[config.mk]
export PLATFORM = sky130hd
export DESIGN_NAME = bf_ram
export DESIGN_NICKNAME = d
export VERILOG_FILES = /design/src/rtl/core/bf_ram.sv
export SDC_FILE = /design/constraint.sdc
export NUM_CORES = 2
export LEC_CHECK = 0
export ABC_AREA = 1
export ABC_CLOCK_PERIOD_IN_PS = 4200
export BUFFER_PORTS_ARGS = -buffer_cell sky130_fd_sc_hd__buf_4
export CAP_MARGIN = 25
export CORE_ASPECT_RATIO = 0.9
export CORE_UTILIZATION = 55
export DETAILED_ROUTE_END_ITERATION = 16
export PLACE_DENSITY = 0.74
export SLEW_MARGIN = 20
export SYNTH_ARGS = -nofsm -noshare
export SYNTH_HDL_FRONTEND = slang
export SYNTH_SLANG_ARGS = --single-unit
[constraint.sdc]
create_clock -name clk -period 4.2 [get_ports clk]
set_input_delay 0.21 -clock clk [delete_from_list [all_inputs] [get_ports clk]]
set_output_delay 0.21 -clock clk [all_outputs]
set_load 0.02 [all_outputs]
[src/rtl/core/bf_ram.sv]
// bf_ram: generic single-write, single-read RAM with registered read data.
// No dependencies.
`default_nettype none
module bf_ram #(
  parameter int WIDTH = 32,
  parameter int DEPTH = 64,
  parameter int AW    = (DEPTH > 1) ? $clog2(DEPTH) : 1
) (
  input  wire logic             clk,
  input  wire logic             we,
  input  wire logic [AW-1:0]    waddr,
  input  wire logic [WIDTH-1:0] wdata,
  input  wire logic             re,
  input  wire logic [AW-1:0]    raddr,
  output      logic [WIDTH-1:0] rdata
);

  logic [WIDTH-1:0] mem_r [DEPTH];
  logic [WIDTH-1:0] rdata_r;

  always_ff @(posedge clk) begin
    if (we) begin
      mem_r[waddr] <= wdata;
    end
    if (re) begin
      rdata_r <= mem_r[raddr];
    end
  end

  assign rdata = rdata_r;

endmodule
`default_nettype wire

==> flow_metrics.env <==
export IMPL_drt_first_pass_iters=6
export IMPL_cp_max_fo=1
export IMPL_clock_sinks=2080
export IMPL_core_area_sq_um=149000
export IMPL_cts_buffers=193
export IMPL_r2r_setup_slack_ns=2.57
export IMPL_cp_slowest_cell="edfxtp_1"
export IMPL_min_path_type="in -> reg"
export IMPL_path_class="reg -> out"
export IMPL_synth_fp_nets=6816
export IMPL_grt_pass1_vias=52400
export IMPL_insertion_delay_ns=0.83
export IMPL_skew_ns=0.0212
export IMPL_maxSlewHeadroom_pct=33.5
export IMPL_finalCritPeriodShare_pct=48.0
export IMPL_grt_pass1_wl_mm=333
export IMPL_grt_overflow=0
export IMPL_cts_hold_fix_buffers=34
export IMPL_startpoint_type="flop"
export IMPL_row_count=134
export IMPL_status="complete, no violations"
export IMPL_place_congestion=0.929
export IMPL_period_minus_slack_ns=2.02
export IMPL_post_cts_resized=0
export IMPL_tightest_slew_ns=0.996
export IMPL_setup_violations=0
export IMPL_vias=55200
export IMPL_dp_hpwl_mm=120
export IMPL_rsz0062_at_grt="false"
export IMPL_htreeDepth=4
export IMPL_yosys_warnings=0
export IMPL_cts_tree="built"
export IMPL_worstPathArrival_ns=1.81
export IMPL_fmax_mhz=496
export IMPL_syn_area_sq_um=83100
export IMPL_io_buffers=78
export IMPL_leakagePower_nw=32.4
export IMPL_max_cap_viol_count=0
export IMPL_io_pins=79
export IMPL_syn_to_final_growth_pct=11.3
export IMPL_hold_ws_ns=0.198
export IMPL_crit_path_end_kind="output pin"
export IMPL_postCtsSetupRepairBufs=0
export IMPL_worstPathCellList="buf_4"
export IMPL_syn_area_per_cell_sq_um=12.3
export IMPL_initial_core_util_pct=55.7
export IMPL_grt_max_degree=164
export IMPL_critPathRequiredTime_ns=3.99
export IMPL_drtAntennaViolNets=0
export IMPL_wl_mm=226
export IMPL_drt_iter0_drc=8398
export IMPL_finish_utilization_pct=62.0
export IMPL_final_hold_viol_count=0
export IMPL_cpPeakStageDelay_ns=0.71
export IMPL_path_delay_family="flip-flops"
export IMPL_root_buffer="clkbuf_16"
export IMPL_cts_clk_slew_worst_paths_ns=0.07
export IMPL_synthCells=6769
export IMPL_die_area_sq_um=153000
export IMPL_antenna_found_initial=8
export IMPL_ys_seq_elements=2080
export IMPL_path_buf_inv=1
export IMPL_wl_per_cell_um=25.3
export IMPL_die_h_um=371
export IMPL_drc_errors=0
export IMPL_viasPerCell=6.18
export IMPL_pwr_density_cell_nw_per_um2=459
export IMPL_vdd_drop_max_mv=0.368
export IMPL_layout_drive_gt1_share_pct=8.22
export IMPL_clock_path_buffers=3
export IMPL_post_dp_cell_area_sq_um=86100
export IMPL_postLayoutCellArea_sq_um=92400
export IMPL_ys_types=15
export IMPL_final_nets=6852
export IMPL_grtUsageTotal_pct=29.5
export IMPL_die_w_um=412
export IMPL_slew_violations=0
export IMPL_ys_seq_area_share_pct=75.2
## cell families (layout without fill, tap and decap cells)
group / count (synthesis) / count (layout) / share of synthesized area, %
AND/OR/NAND/NOR: 4228 / 4228 / 22.0
flip-flops: 2080 / 2080 / 75.2
buffers and inverters: 461 / 650 / 2.77
other: 0 / 1 / 0
## area by class of cell
cell class / count / area (sq um)
repair buffers: 290 / 2700
fillers: 10800 / 56600
multi-input cells: 4228 / 18800
clock buffers: 243 / 5100
diodes: 1 / 2.50
clock inverters: 105 / 830
well taps: 1972 / 2470
inverters: 12 / 81.3
flip-flops and latches: 2080 / 62500
## cells in the mapped netlist
cell type	number	area share, %
inv_2	2	0.0090
inv_1	9	0.041
nand4_1	9	0.068
inv_4	1	0.0075
nor4_1	8	0.060
buf_2	282	1.7
nand2_1	2248	10
buf_4	45	0.41
edfxtp_1	2080	75
nand3_1	1907	11
clkbuf_1	77	0.35
buf_1	40	0.18
nor2_1	56	0.25
buf_8	2	0.036
buf_6	3	0.041
## layer usage
metal	track usage (%)	up-vias	wire, um
li1	-	24200	-
met1	41.5	26800	85900
met2	44.7	3628	102000
met3	6.63	554	28000
met4	12.6	8	9610
met5	0	-	52
## sequential cells by signal, indices dropped and copies added, names as in the netlist
register,cells
mem_r,2048
rdata,32
## through the flow
stage / setup TNS [ns] / worst slack (ns) / instances / power, W
6_report: 0 / 2.18 / 8931 / 0.0425
5_1_grt: 0 / 2.11 / 8931 / 0.0435
4_1_cts: 0 / 2.22 / 8930 / 0.0425
3_5_place_dp: 0 / 1.42 / 8548 / 0.0261
3_3_place_gp: 0 / 1.42 / 8546 / 0.0260
2_1_floorplan: -35.84 / -0.140 / 6769 / 0.0250
## path summary, 6_finish.rpt
check           startpoint        end  cells after the start
max              rdata[14]  rdata[14]                      1
min               raddr[3]  rdata[31]                      6
max reg2reg  mem_r[51][17]  rdata[17]                      8
min reg2reg   mem_r[40][1]   rdata[1]                      8
## cell usage in the layout, fill, tap and decap left out
| master | count |
|---|---|
| clkinv_1 | 55 |
| inv_8 | 2 |
| nor4_2 | 8 |
| inv_1 | 7 |
| nand3_1 | 1907 |
| dlygate4sd3_1 | 34 |
| clkinvlp_4 | 3 |
| clkinv_2 | 24 |
| inv_2 | 1 |
| nand2_1 | 2248 |
| buf_6 | 1 |
| buf_12 | 33 |
| clkinv_8 | 6 |
| clkbuf_1 | 46 |
| bufinv_16 | 11 |
| buf_8 | 3 |
| nor2_4 | 56 |
| clkinv_4 | 1 |
| inv_6 | 6 |
| edfxtp_1 | 2080 |
| nand4_1 | 9 |
| buf_4 | 219 |
| inv_16 | 1 |
| clkbuf_16 | 197 |
| diode_2 | 1 |
## tightest hold or removal path: cells and delay by family
kind,cells,cell delay (ns)
buf+inv,1,0.23
simple gates,5,0.45
## report_power, final
group	switching, W	internal, W	total [W]
clock network	0.00748	0.00924	0.0167
registers	0.0000920	0.0230	0.0231
logic	0.00197	0.000658	0.00263
total	0.00954	0.0329	0.0425
Power figures use the tool's default switching activity.
