## config.mk

```make
export PLATFORM = sky130hd
export DESIGN_NAME = bf_relax
export DESIGN_NICKNAME = d
export VERILOG_FILES = /design/src/rtl/core/bf_pkg.sv /design/src/rtl/core/bf_relax.sv
export SDC_FILE = /design/constraint.sdc
export NUM_CORES = 1
export LEC_CHECK = 0
export BUFFER_PORTS_ARGS = -buffer_cell sky130_fd_sc_hd__buf_2
export CAP_MARGIN = 20
export CORE_UTILIZATION = 40
export DETAILED_ROUTE_END_ITERATION = 12
export PLACE_DENSITY = 0.7
export SLEW_MARGIN = 30
export SYNTH_ARGS = -nofsm -noshare
export SYNTH_HDL_FRONTEND = slang
export SYNTH_SLANG_ARGS = --single-unit
```

## constraint.sdc

```tcl
create_clock -name vclk -period 16.6
set_clock_uncertainty 0.1 [all_clocks]
set_input_delay 3.32 -clock vclk [all_inputs]
set_output_delay 3.32 -clock vclk [all_outputs]
set_load 0.03 [all_outputs]
```

## src/rtl/core/bf_pkg.sv

```systemverilog
// bf_pkg: shared types and constants for the shortest-path block.
// Used by bf_relax and bellman_ford_shortest_paths; no dependencies.
`default_nettype none
package bf_pkg;

  localparam int VC_W     = 7;
  localparam int VERTEX_W = 6;
  localparam int WEIGHT_W = 16;
  localparam int DIST_W   = 32;
  localparam int CFG_W    = 32;
  localparam int PADDR_W  = 3;

  localparam logic signed [DIST_W-1:0] UNREACHED = 32'sd999;

  // register index, taken from paddr[2]
  localparam logic REG_VERTEX_COUNT = 1'b0;
  localparam logic REG_SOURCE       = 1'b1;

  localparam logic KIND_EDGE = 1'b0;
  localparam logic KIND_RUN  = 1'b1;

  typedef struct packed {
    logic                       kind;
    logic [VERTEX_W-1:0]        edge_from;
    logic [VERTEX_W-1:0]        edge_to;
    logic signed [WEIGHT_W-1:0] edge_weight;
  } in_beat_t;

  typedef struct packed {
    logic [VERTEX_W-1:0]      vertex;
    logic signed [DIST_W-1:0] distance;
    logic                     edges_dropped;
    logic                     last;
  } out_beat_t;

  typedef struct packed {
    logic [VERTEX_W-1:0]        from_v;
    logic [VERTEX_W-1:0]        to_v;
    logic signed [WEIGHT_W-1:0] weight;
  } edge_t;

  localparam int EDGE_W = $bits(edge_t);

  typedef enum logic [2:0] {
    ST_IDLE,
    ST_INIT,
    ST_RD_E,
    ST_RD_A,
    ST_RD_B,
    ST_CMP,
    ST_EMIT_RD,
    ST_EMIT_LD
  } state_t;

endpackage
`default_nettype wire

```

## src/rtl/core/bf_relax.sv

```systemverilog
// bf_relax: shared add/compare unit for one edge relaxation.
// Depends on bf_pkg.
`default_nettype none
module bf_relax (
  input  wire logic signed [bf_pkg::DIST_W-1:0]   dist_a,
  input  wire logic signed [bf_pkg::WEIGHT_W-1:0] weight,
  input  wire logic signed [bf_pkg::DIST_W-1:0]   dist_b,
  output      logic signed [bf_pkg::DIST_W-1:0]   cand,
  output      logic                               take
);

  logic signed [bf_pkg::DIST_W-1:0] w_ext;

  assign w_ext = bf_pkg::DIST_W'(weight);
  assign cand  = dist_a + w_ext;
  assign take  = (dist_a != bf_pkg::UNREACHED) && (cand < dist_b);

endmodule
`default_nettype wire

```

==> flow_summary.toml, run 1 <==
[pwr]
p_leak_nw = 1.80
vdd.ir_drop.worst_mv = 0.0432
powerDensity_nw_per_um2 = 59.3

[global_routing]
antenna_found_initial = 0
grt.overflow.total = 0
grt_max_degree = 18
met3_usage = 0.0114
use_met2 = 0.384
grt_pass1_wl_um = 11100
grt_pass1_vias = 2545
track_usage = 0.213
top_usage_layer = "met2"
grtUsageMet1 = 0.287

[routing]
viasPerCell = 5.43
drc_errors = 0
vias = 2804
postRouteAntennaNets = 0
drt_iter0_markers = 191
drt_wl_total_um = 6970
routedWlPerCell_um = 13.5
dr.pass1.iters = 4

[layout]
n_antenna_cell = 0
n_fill_cell = 609
nClkBuffers = 0
seqCellArea_um2 = 0
syn2layout_area_growth_pct = 25.2
nets = 586
drive_gt1_frac = 0.272
flops_and_latches = 0

[logic_synthesis]
syn_area_um2 = 2460
ys_types = 47
syn_area_per_cell_um2 = 7.29
syn-num-nets = 480
synth-warning-count = 0
ys_seq_area_frac = 0
synthCells = 337

[sta]
min_period_ps = 10890
final.setup.tns_ps = 0
slew_headroom = 0.515
setup_violations = 0
worst_pin_slew_ps = 721
rsz0062_at_grt = "no"
hold_violations = 0
fmax_ghz = 0.0918
final.period_utilization = 0.656
worst_slack_ps = 5710
slew_viol_final = 0

[critical_path]
crit_fanout = 3
critical_path_required_ps = 13180
crit_buf_inv = 2
worstPathArrival_ps = 7470
cp-end-kind = "output port"
cp_common_cell = "a21o_1"
path_class = "primary input to output port"
crit_path_max_incr_delay_ps = 360
worstPathCellList = "buf_2 -> ha_1 -> nor2b_2 -> a31oi_1 -> o31a_1 -> o31a_1 -> and2_2 -> o41ai_1 -> xor2_1 -> ha_1 -> a21o_1 -> a21o_1 -> a21o_1 -> a21o_1 -> a221o_1 -> a211oi_1 -> xor2_1 -> nor2_1 -> buf_2"
cp_top_family = "compound AO/OA/AOI/OAI gates"
start_kind = "primary input"
slowest_stage = "o31a_1"

[status]
status = "finished clean"

[place]
port_buffers = 113
dp.final_hpwl_um = 6270
pre_cts_slack_ps = 5680
gp_congestion = 0.911

[run]
maxCapViolations = 0

[worst_hold_path]
min_to = "cand[0]"
hold_path_class = "primary input to output port"
holdPathStages = 3
min_from = "weight[0]"

[floorplanning]
io_pins = 113
chipWidth_um = 80.4
die_h_um = 80.4
std_cell_rows = 28
core_area_um2 = 5920
start_util = 0.415
dieArea_um2 = 6460

[clocking]
ctsResizeCount = 0
cts_hold_buf = 0
post_cts.repair.setup_buffers = 0
-- cells in the final DEF (no fill, tap or decap), types with 2 or more instances in the layout --
cell and n:
nor3_1 4, o31ai_1 2, ha_1 62, o41a_1 2
o21ai_0 14, o31a_1 2, nand2b_1 2, nand3_1 8
nor4b_1 2, xnor2_1 17, nand4_1 15, a211oi_1 2
xor2_1 15, a31oi_1 4, nor2_1 16, o21a_1 5
o21bai_1 3, buf_2 113, a21o_1 34, nand2_1 17
nor4_1 6, inv_1 40, a21oi_1 31, and3_1 3
-- cells by family after synthesis --
| logic type | share of synthesized area |
|---|---|
| XOR/XNOR | 0.114 |
| AND/OR/NAND/NOR | 0.172 |
| AO/OA/AOI/OAI | 0.313 |
| adder cells (fa/ha/maj) | 0.324 |
| buffers and inverters | 0.0774 |
-- layout make-up --
class / count / area (µm²) / share of cell area
Inverter: 40 / 150 / 0.0488
Multi-Input combinational cell: 288 / 2270 / 0.737
Tap cell: 75 / 93.8 / 0.0305
Timing Repair Buffer: 113 / 566 / 0.184
-- routing by layer --
metal,wire length (µm),vias up,share of wire
li1,-,1464,-
met1,3220,1248,0.46
met2,3320,86,0.48
met3,382,6,0.055
met4,44,0,0.0063
met5,0,-,0
-- cell usage after synthesis (2+ instances only) --
library cell	count	area share
o21bai_1	3	0.0092
nor4_1	6	0.015
a21o_1	34	0.10
nor3_1	4	0.0081
o41a_1	2	0.0092
nor4b_1	2	0.0071
xnor2_1	17	0.061
o21ai_0	14	0.029
o31ai_1	2	0.0061
nor2_1	16	0.024
nand2b_1	2	0.0051
buf_2	5	0.010
nand3_1	8	0.016
o31a_1	2	0.0071
a211oi_1	2	0.0061
xor2_1	15	0.053
clkbuf_1	4	0.0061
nand4_1	15	0.038
o21a_1	5	0.015
ha_1	62	0.32
a31oi_1	4	0.010
a21oi_1	31	0.063
inv_1	40	0.061
nand2_1	17	0.026
and3_1	3	0.0076
-- report_power, final --
part           internal (mW)  total (mW)  leakage (nW)  switching (mW)
combinational         0.0692       0.182          1.80           0.113
clock                      0           0             0               0
sequential                 0           0             0               0
total                 0.0692       0.182          1.80           0.113
-- how the worst max path moves through the flow --
stage               startpoint   end  slack [ps]  cells after the start
floorplan            dist_a[2]  take        5610                     17
finish               dist_a[2]  take        5710                     19
detailed placement   dist_a[2]  take        5680                     19
CTS                  dist_a[2]  take        5660                     19
global placement     dist_a[2]  take        5740                     19
global route         dist_a[2]  take        5340                     19
-- tightest hold or removal path, stage by stage --
cell and delay, ps:
buf_2 70, ha_1 120, buf_2 190
-- per-stage QoR --
step / instance area (µm²) / std cells / util / power [mW] / hold slack, ps
2_1_floorplan: 2460 / 337 / - / 0.132 / 6810
3_3_place_gp: 3080 / 516 / 0.520 / 0.180 / 6940
3_5_place_dp: 3080 / 516 / 0.520 / 0.182 / 6940
4_1_cts: 3080 / 516 / 0.520 / 0.183 / 6940
5_1_grt: 3080 / 516 / 0.520 / 0.202 / 6950
6_report: 3080 / 516 / 0.520 / 0.182 / 6930
Note: power is estimated with default switching activity, not from simulation.
==> run 2, diff against run 1 <==
--- a/config.mk
+++ b/config.mk
@@ -9,7 +9,7 @@
 export CAP_MARGIN = 20
 export CORE_UTILIZATION = 40
 export DETAILED_ROUTE_END_ITERATION = 12
-export PLACE_DENSITY = 0.7
+export PLACE_DENSITY = 0.73
 export SLEW_MARGIN = 30
 export SYNTH_ARGS = -nofsm -noshare
 export SYNTH_HDL_FRONTEND = slang
==> constraint.sdc (replaced) <==
create_clock -name vclk -period 9.5
set_clock_uncertainty 0.1 [all_clocks]
set_input_delay 1.9 -clock vclk [all_inputs]
set_output_delay 1.9 -clock vclk [all_outputs]
set_load 0.03 [all_outputs]
==> flow_summary.toml, run 2 (same netlist as run 1, synthesis figures left out) <==
[sta]
fmax_ghz = 0.123
final.period_utilization = 0.857
hold_violations = 0
final.setup.tns_ps = 0
rsz0062_at_grt = "no"
slew_headroom = 0.483
worst_pin_slew_ps = 769
setup_violations = 0
min_period_ps = 8140
slew_viol_final = 0
worst_slack_ps = 1360

[layout]
nets = 586
syn2layout_area_growth_pct = 25.2
n_fill_cell = 627
final_common_cell = "buf_2"
layout_common_cells = "buf_2 (113), ha_1 (62), inv_1 (40)"
final_cell_area_um2 = 3080
nClkBuffers = 0
flops_and_latches = 0
n_antenna_cell = 0
seqCellArea_um2 = 0
drive_gt1_frac = 0.272

[pwr]
power.total_uw = 318
p_leak_nw = 1.80
powerDensity_nw_per_um2 = 103
vdd.ir_drop.worst_mv = 0.0771

[floorplanning]
std_cell_rows = 28
die_h_um = 80.4
core_area_um2 = 5920
dieArea_um2 = 6460
io_pins = 113
chipWidth_um = 80.4
start_util = 0.415

[routing]
viasPerCell = 5.41
drt_wl_total_um = 6840
drt_iter0_markers = 203
drc_errors = 0
routedWlPerCell_um = 13.3
dr.pass1.iters = 4
postRouteAntennaNets = 0
vias = 2790

[worst_hold_path]
hold_path_class = "primary input to output port"

[critical_path]
critical_path_required_ps = 7500
worstPathArrival_ps = 6140
path_class = "primary input to output port"
start_kind = "primary input"
cp-end-kind = "output port"
crit_fanout = 3

[global_routing]
grt_max_degree = 18
antenna_found_initial = 0
grt_pass1_vias = 2554
track_usage = 0.207
grt_pass1_wl_um = 11000
grt.overflow.total = 0

[clocking]
ctsResizeCount = 0
cts_hold_buf = 0
post_cts.repair.setup_buffers = 0

[status]
status = "finished clean"

[place]
dpl-instance-area_um2 = 3080
gp_congestion = 0.953
port_buffers = 113
dp.final_hpwl_um = 6170
pre_cts_slack_ps = 1380

[run]
maxCapViolations = 0
-- run 2: worst max-delay path, cell delays in order --
cell and delay (ps):
buf_2 110, ha_1 200, inv_1 70, fa_1 220, nor2b_1 80, o2111ai_1 250
a21oi_1 150, nor2_1 230, nor4_1 80, nor4_1 650, o21ai_0 210, xor2_1 190
ha_1 290, a21o_1 150, a21o_1 160, a21o_1 180, a221o_1 340, a211oi_1 230
xor2_1 110, nor2_1 130, buf_2 210
-- run 2: power breakdown --
part	internal (mW)	leakage (nW)	total, mW	switching [mW]
Clock	0	0	0	0
Combinational	0.121	1.80	0.318	0.197
Sequential	0	0	0	0
-- run 2: per-stage QoR --
| stage | hold WS, ps | util | std cells |
|---|---|---|---|
| floorplan | 3970 | - | 337 |
| global placement | 4090 | 0.520 | 516 |
| detailed placement | 4100 | 0.520 | 516 |
| CTS | 4100 | 0.520 | 516 |
| global route | 4120 | 0.520 | 516 |
| finish | 4090 | 0.520 | 516 |
-- run 2: cell type report --
| type | instances | area, µm² | share of cell area |
|---|---|---|---|
| multi-input combinational | 288 | 2270 | 0.737 |
| timing repair buffer | 113 | 566 | 0.184 |
| inverter | 40 | 150 | 0.0488 |
| tap | 75 | 93.8 | 0.0305 |
-- run 2: routing by layer --
metal / up-vias / GRT usage / share of wire
met5: - / 0 / 0
met1: 1231 / 0.286 / 0.47
met3: 6 / 0.00568 / 0.060
met2: 90 / 0.365 / 0.46
li1: 1463 / - / -
met4: 0 / 0.0214 / 0.0082
-- run 2: worst paths after layout --
kind	slack, ps	depth (start not counted)	start	to
worst max-delay path	1360	21	dist_a[0]	take
worst min-delay path	4090	3	weight[0]	cand[0]
==> run 3, diff against run 2 <==
--- a/config.mk
+++ b/config.mk
@@ -7,9 +7,9 @@
 export LEC_CHECK = 0
 export BUFFER_PORTS_ARGS = -buffer_cell sky130_fd_sc_hd__buf_2
 export CAP_MARGIN = 20
-export CORE_UTILIZATION = 40
+export CORE_UTILIZATION = 45
 export DETAILED_ROUTE_END_ITERATION = 12
-export PLACE_DENSITY = 0.73
+export PLACE_DENSITY = 0.8
 export SLEW_MARGIN = 30
 export SYNTH_ARGS = -nofsm -noshare
 export SYNTH_HDL_FRONTEND = slang
==> constraint.sdc (replaced) <==
create_clock -name vclk -period 9.5
set_clock_uncertainty 0.1 [all_clocks]
set_input_delay 0.95 -clock vclk [all_inputs]
set_output_delay 0.95 -clock vclk [all_outputs]
set_load 0.03 [all_outputs]
==> flow_summary.toml, run 3 (same netlist as run 1, synthesis figures left out) <==
[pwr]
switchingPower_uw = 199
p_clk_frac = 0
p_leak_nw = 1.80
swShare = 0.621
powerDensity_nw_per_um2 = 104
p_seq_frac = 0
vdd.ir_drop.worst_mv = 0.0467
p_int_uw = 121
power_frac_comb = 1.000

[layout]
final_util = 0.594
n_antenna_cell = 0
seqCellArea_um2 = 0
drive_gt1_frac = 0.272
layout_common_cells = "buf_2 (113), ha_1 (62), inv_1 (40)"
nClkBuffers = 0
n_fill_cell = 494
final_cell_area_um2 = 3070
final_common_cell = "buf_2"
syn2layout_area_growth_pct = 24.9
nets = 586
multi_input_area_um2 = 2270
flops_and_latches = 0
instances_no_fill = 511

[critical_path]
path_class = "primary input to output port"
critical_path_required_ps = 8450
crit_buf_inv = 2
crit_path_max_incr_delay_ps = 360
start_kind = "primary input"
crit_fanout = 3
slowest_stage = "o31a_1"
worstPathArrival_ps = 5070
cp_common_cell = "a21o_1"
worstPathCellList = "buf_2 -> ha_1 -> nor2b_2 -> a31oi_1 -> o31a_1 -> o31a_1 -> and2_2 -> o41ai_1 -> xor2_1 -> ha_1 -> a21o_1 -> a21o_1 -> a21o_1 -> a21o_1 -> a221o_1 -> a211oi_1 -> xor2_1 -> nor2_1 -> buf_2"
cp-end-kind = "output port"
cp_top_family = "compound AO/OA/AOI/OAI gates"

[sta]
worst_pin_slew_ps = 692
slew_viol_final = 0
final.period_utilization = 0.644
hold_violations = 0
final.setup.tns_ps = 0
fmax_ghz = 0.163
min_period_ps = 6120
rsz0062_at_grt = "no"
slew_headroom = 0.534
setup_violations = 0

[routing]
routedWlPerCell_um = 13.3
drt_iter0_markers = 178
viasPerCell = 5.54
vias = 2831
drc_errors = 0
dr.pass1.iters = 4
postRouteAntennaNets = 0
drt_wl_total_um = 6810

[place]
gp_congestion = 0.961
dp.final_hpwl_um = 6080
port_buffers = 113
dpl-instance-area_um2 = 3070
placedCellCount = 511

[global_routing]
grt_max_degree = 18
grt_pass1_wl_um = 10700
grt_pass1_vias = 2515
grt.overflow.total = 0
track_usage = 0.233
antenna_found_initial = 0

[floorplanning]
dieArea_um2 = 5760
io_pins = 113
core_area_um2 = 5170
std_cell_rows = 26
die_h_um = 75.9
chipWidth_um = 75.9
start_util = 0.475

[status]
status = "finished clean"

[clocking]
post_cts.repair.setup_buffers = 0
cts_hold_buf = 0
ctsResizeCount = 0

[worst_hold_path]
hold_path_class = "primary input to output port"

[run]
maxCapViolations = 0
## run 3: cell counts in the layout (fill, tap and decap cells not counted)
Identical to the previous run, type by type.
## run 3: layout make-up
class	count	area share
inverter	40	0.0489
multi-input combinational	288	0.738
tap	70	0.0285
timing repair buffer	113	0.184
## run 3: through the flow
step	total power, mW	setup slack [ps]	hold slack, ps
final	0.320	3380	2190
after global routing	0.352	2940	2210
after CTS	0.320	3360	2200
after detailed placement	0.318	3380	2200
after global placement	0.312	3430	2190
after floorplan	0.231	3250	2070
## run 3: power groups by stage
| stage | clock network (mW) | registers (mW) | logic [mW] |
|---|---|---|---|
| floorplan | 0 | 0 | 0.231 |
| global placement | 0 | 0 | 0.312 |
| detailed placement | 0 | 0 | 0.318 |
| CTS | 0 | 0 | 0.320 |
| global route | 0 | 0 | 0.352 |
| finish | 0 | 0 | 0.320 |
## run 3: layer usage
layer / up-vias / routed length [µm] / global-route usage
met5: - / 0 / 0
met4: 0 / 38 / 0.0206
met3: 4 / 449 / 0.0172
met2: 106 / 3230 / 0.428
met1: 1260 / 3090 / 0.307
li1: 1461 / - / -
## run 3: path summary, 6_finish.rpt
kind	from	endpoint	slack [ps]	cells past startpoint
worst min-delay path	weight[0]	cand[0]	2190	3
worst max-delay path	dist_a[2]	take	3380	19
## run 3: worst min-delay path, stage by stage
cell,delay (ps)
buf_2,80
ha_1,120
buf_2,190
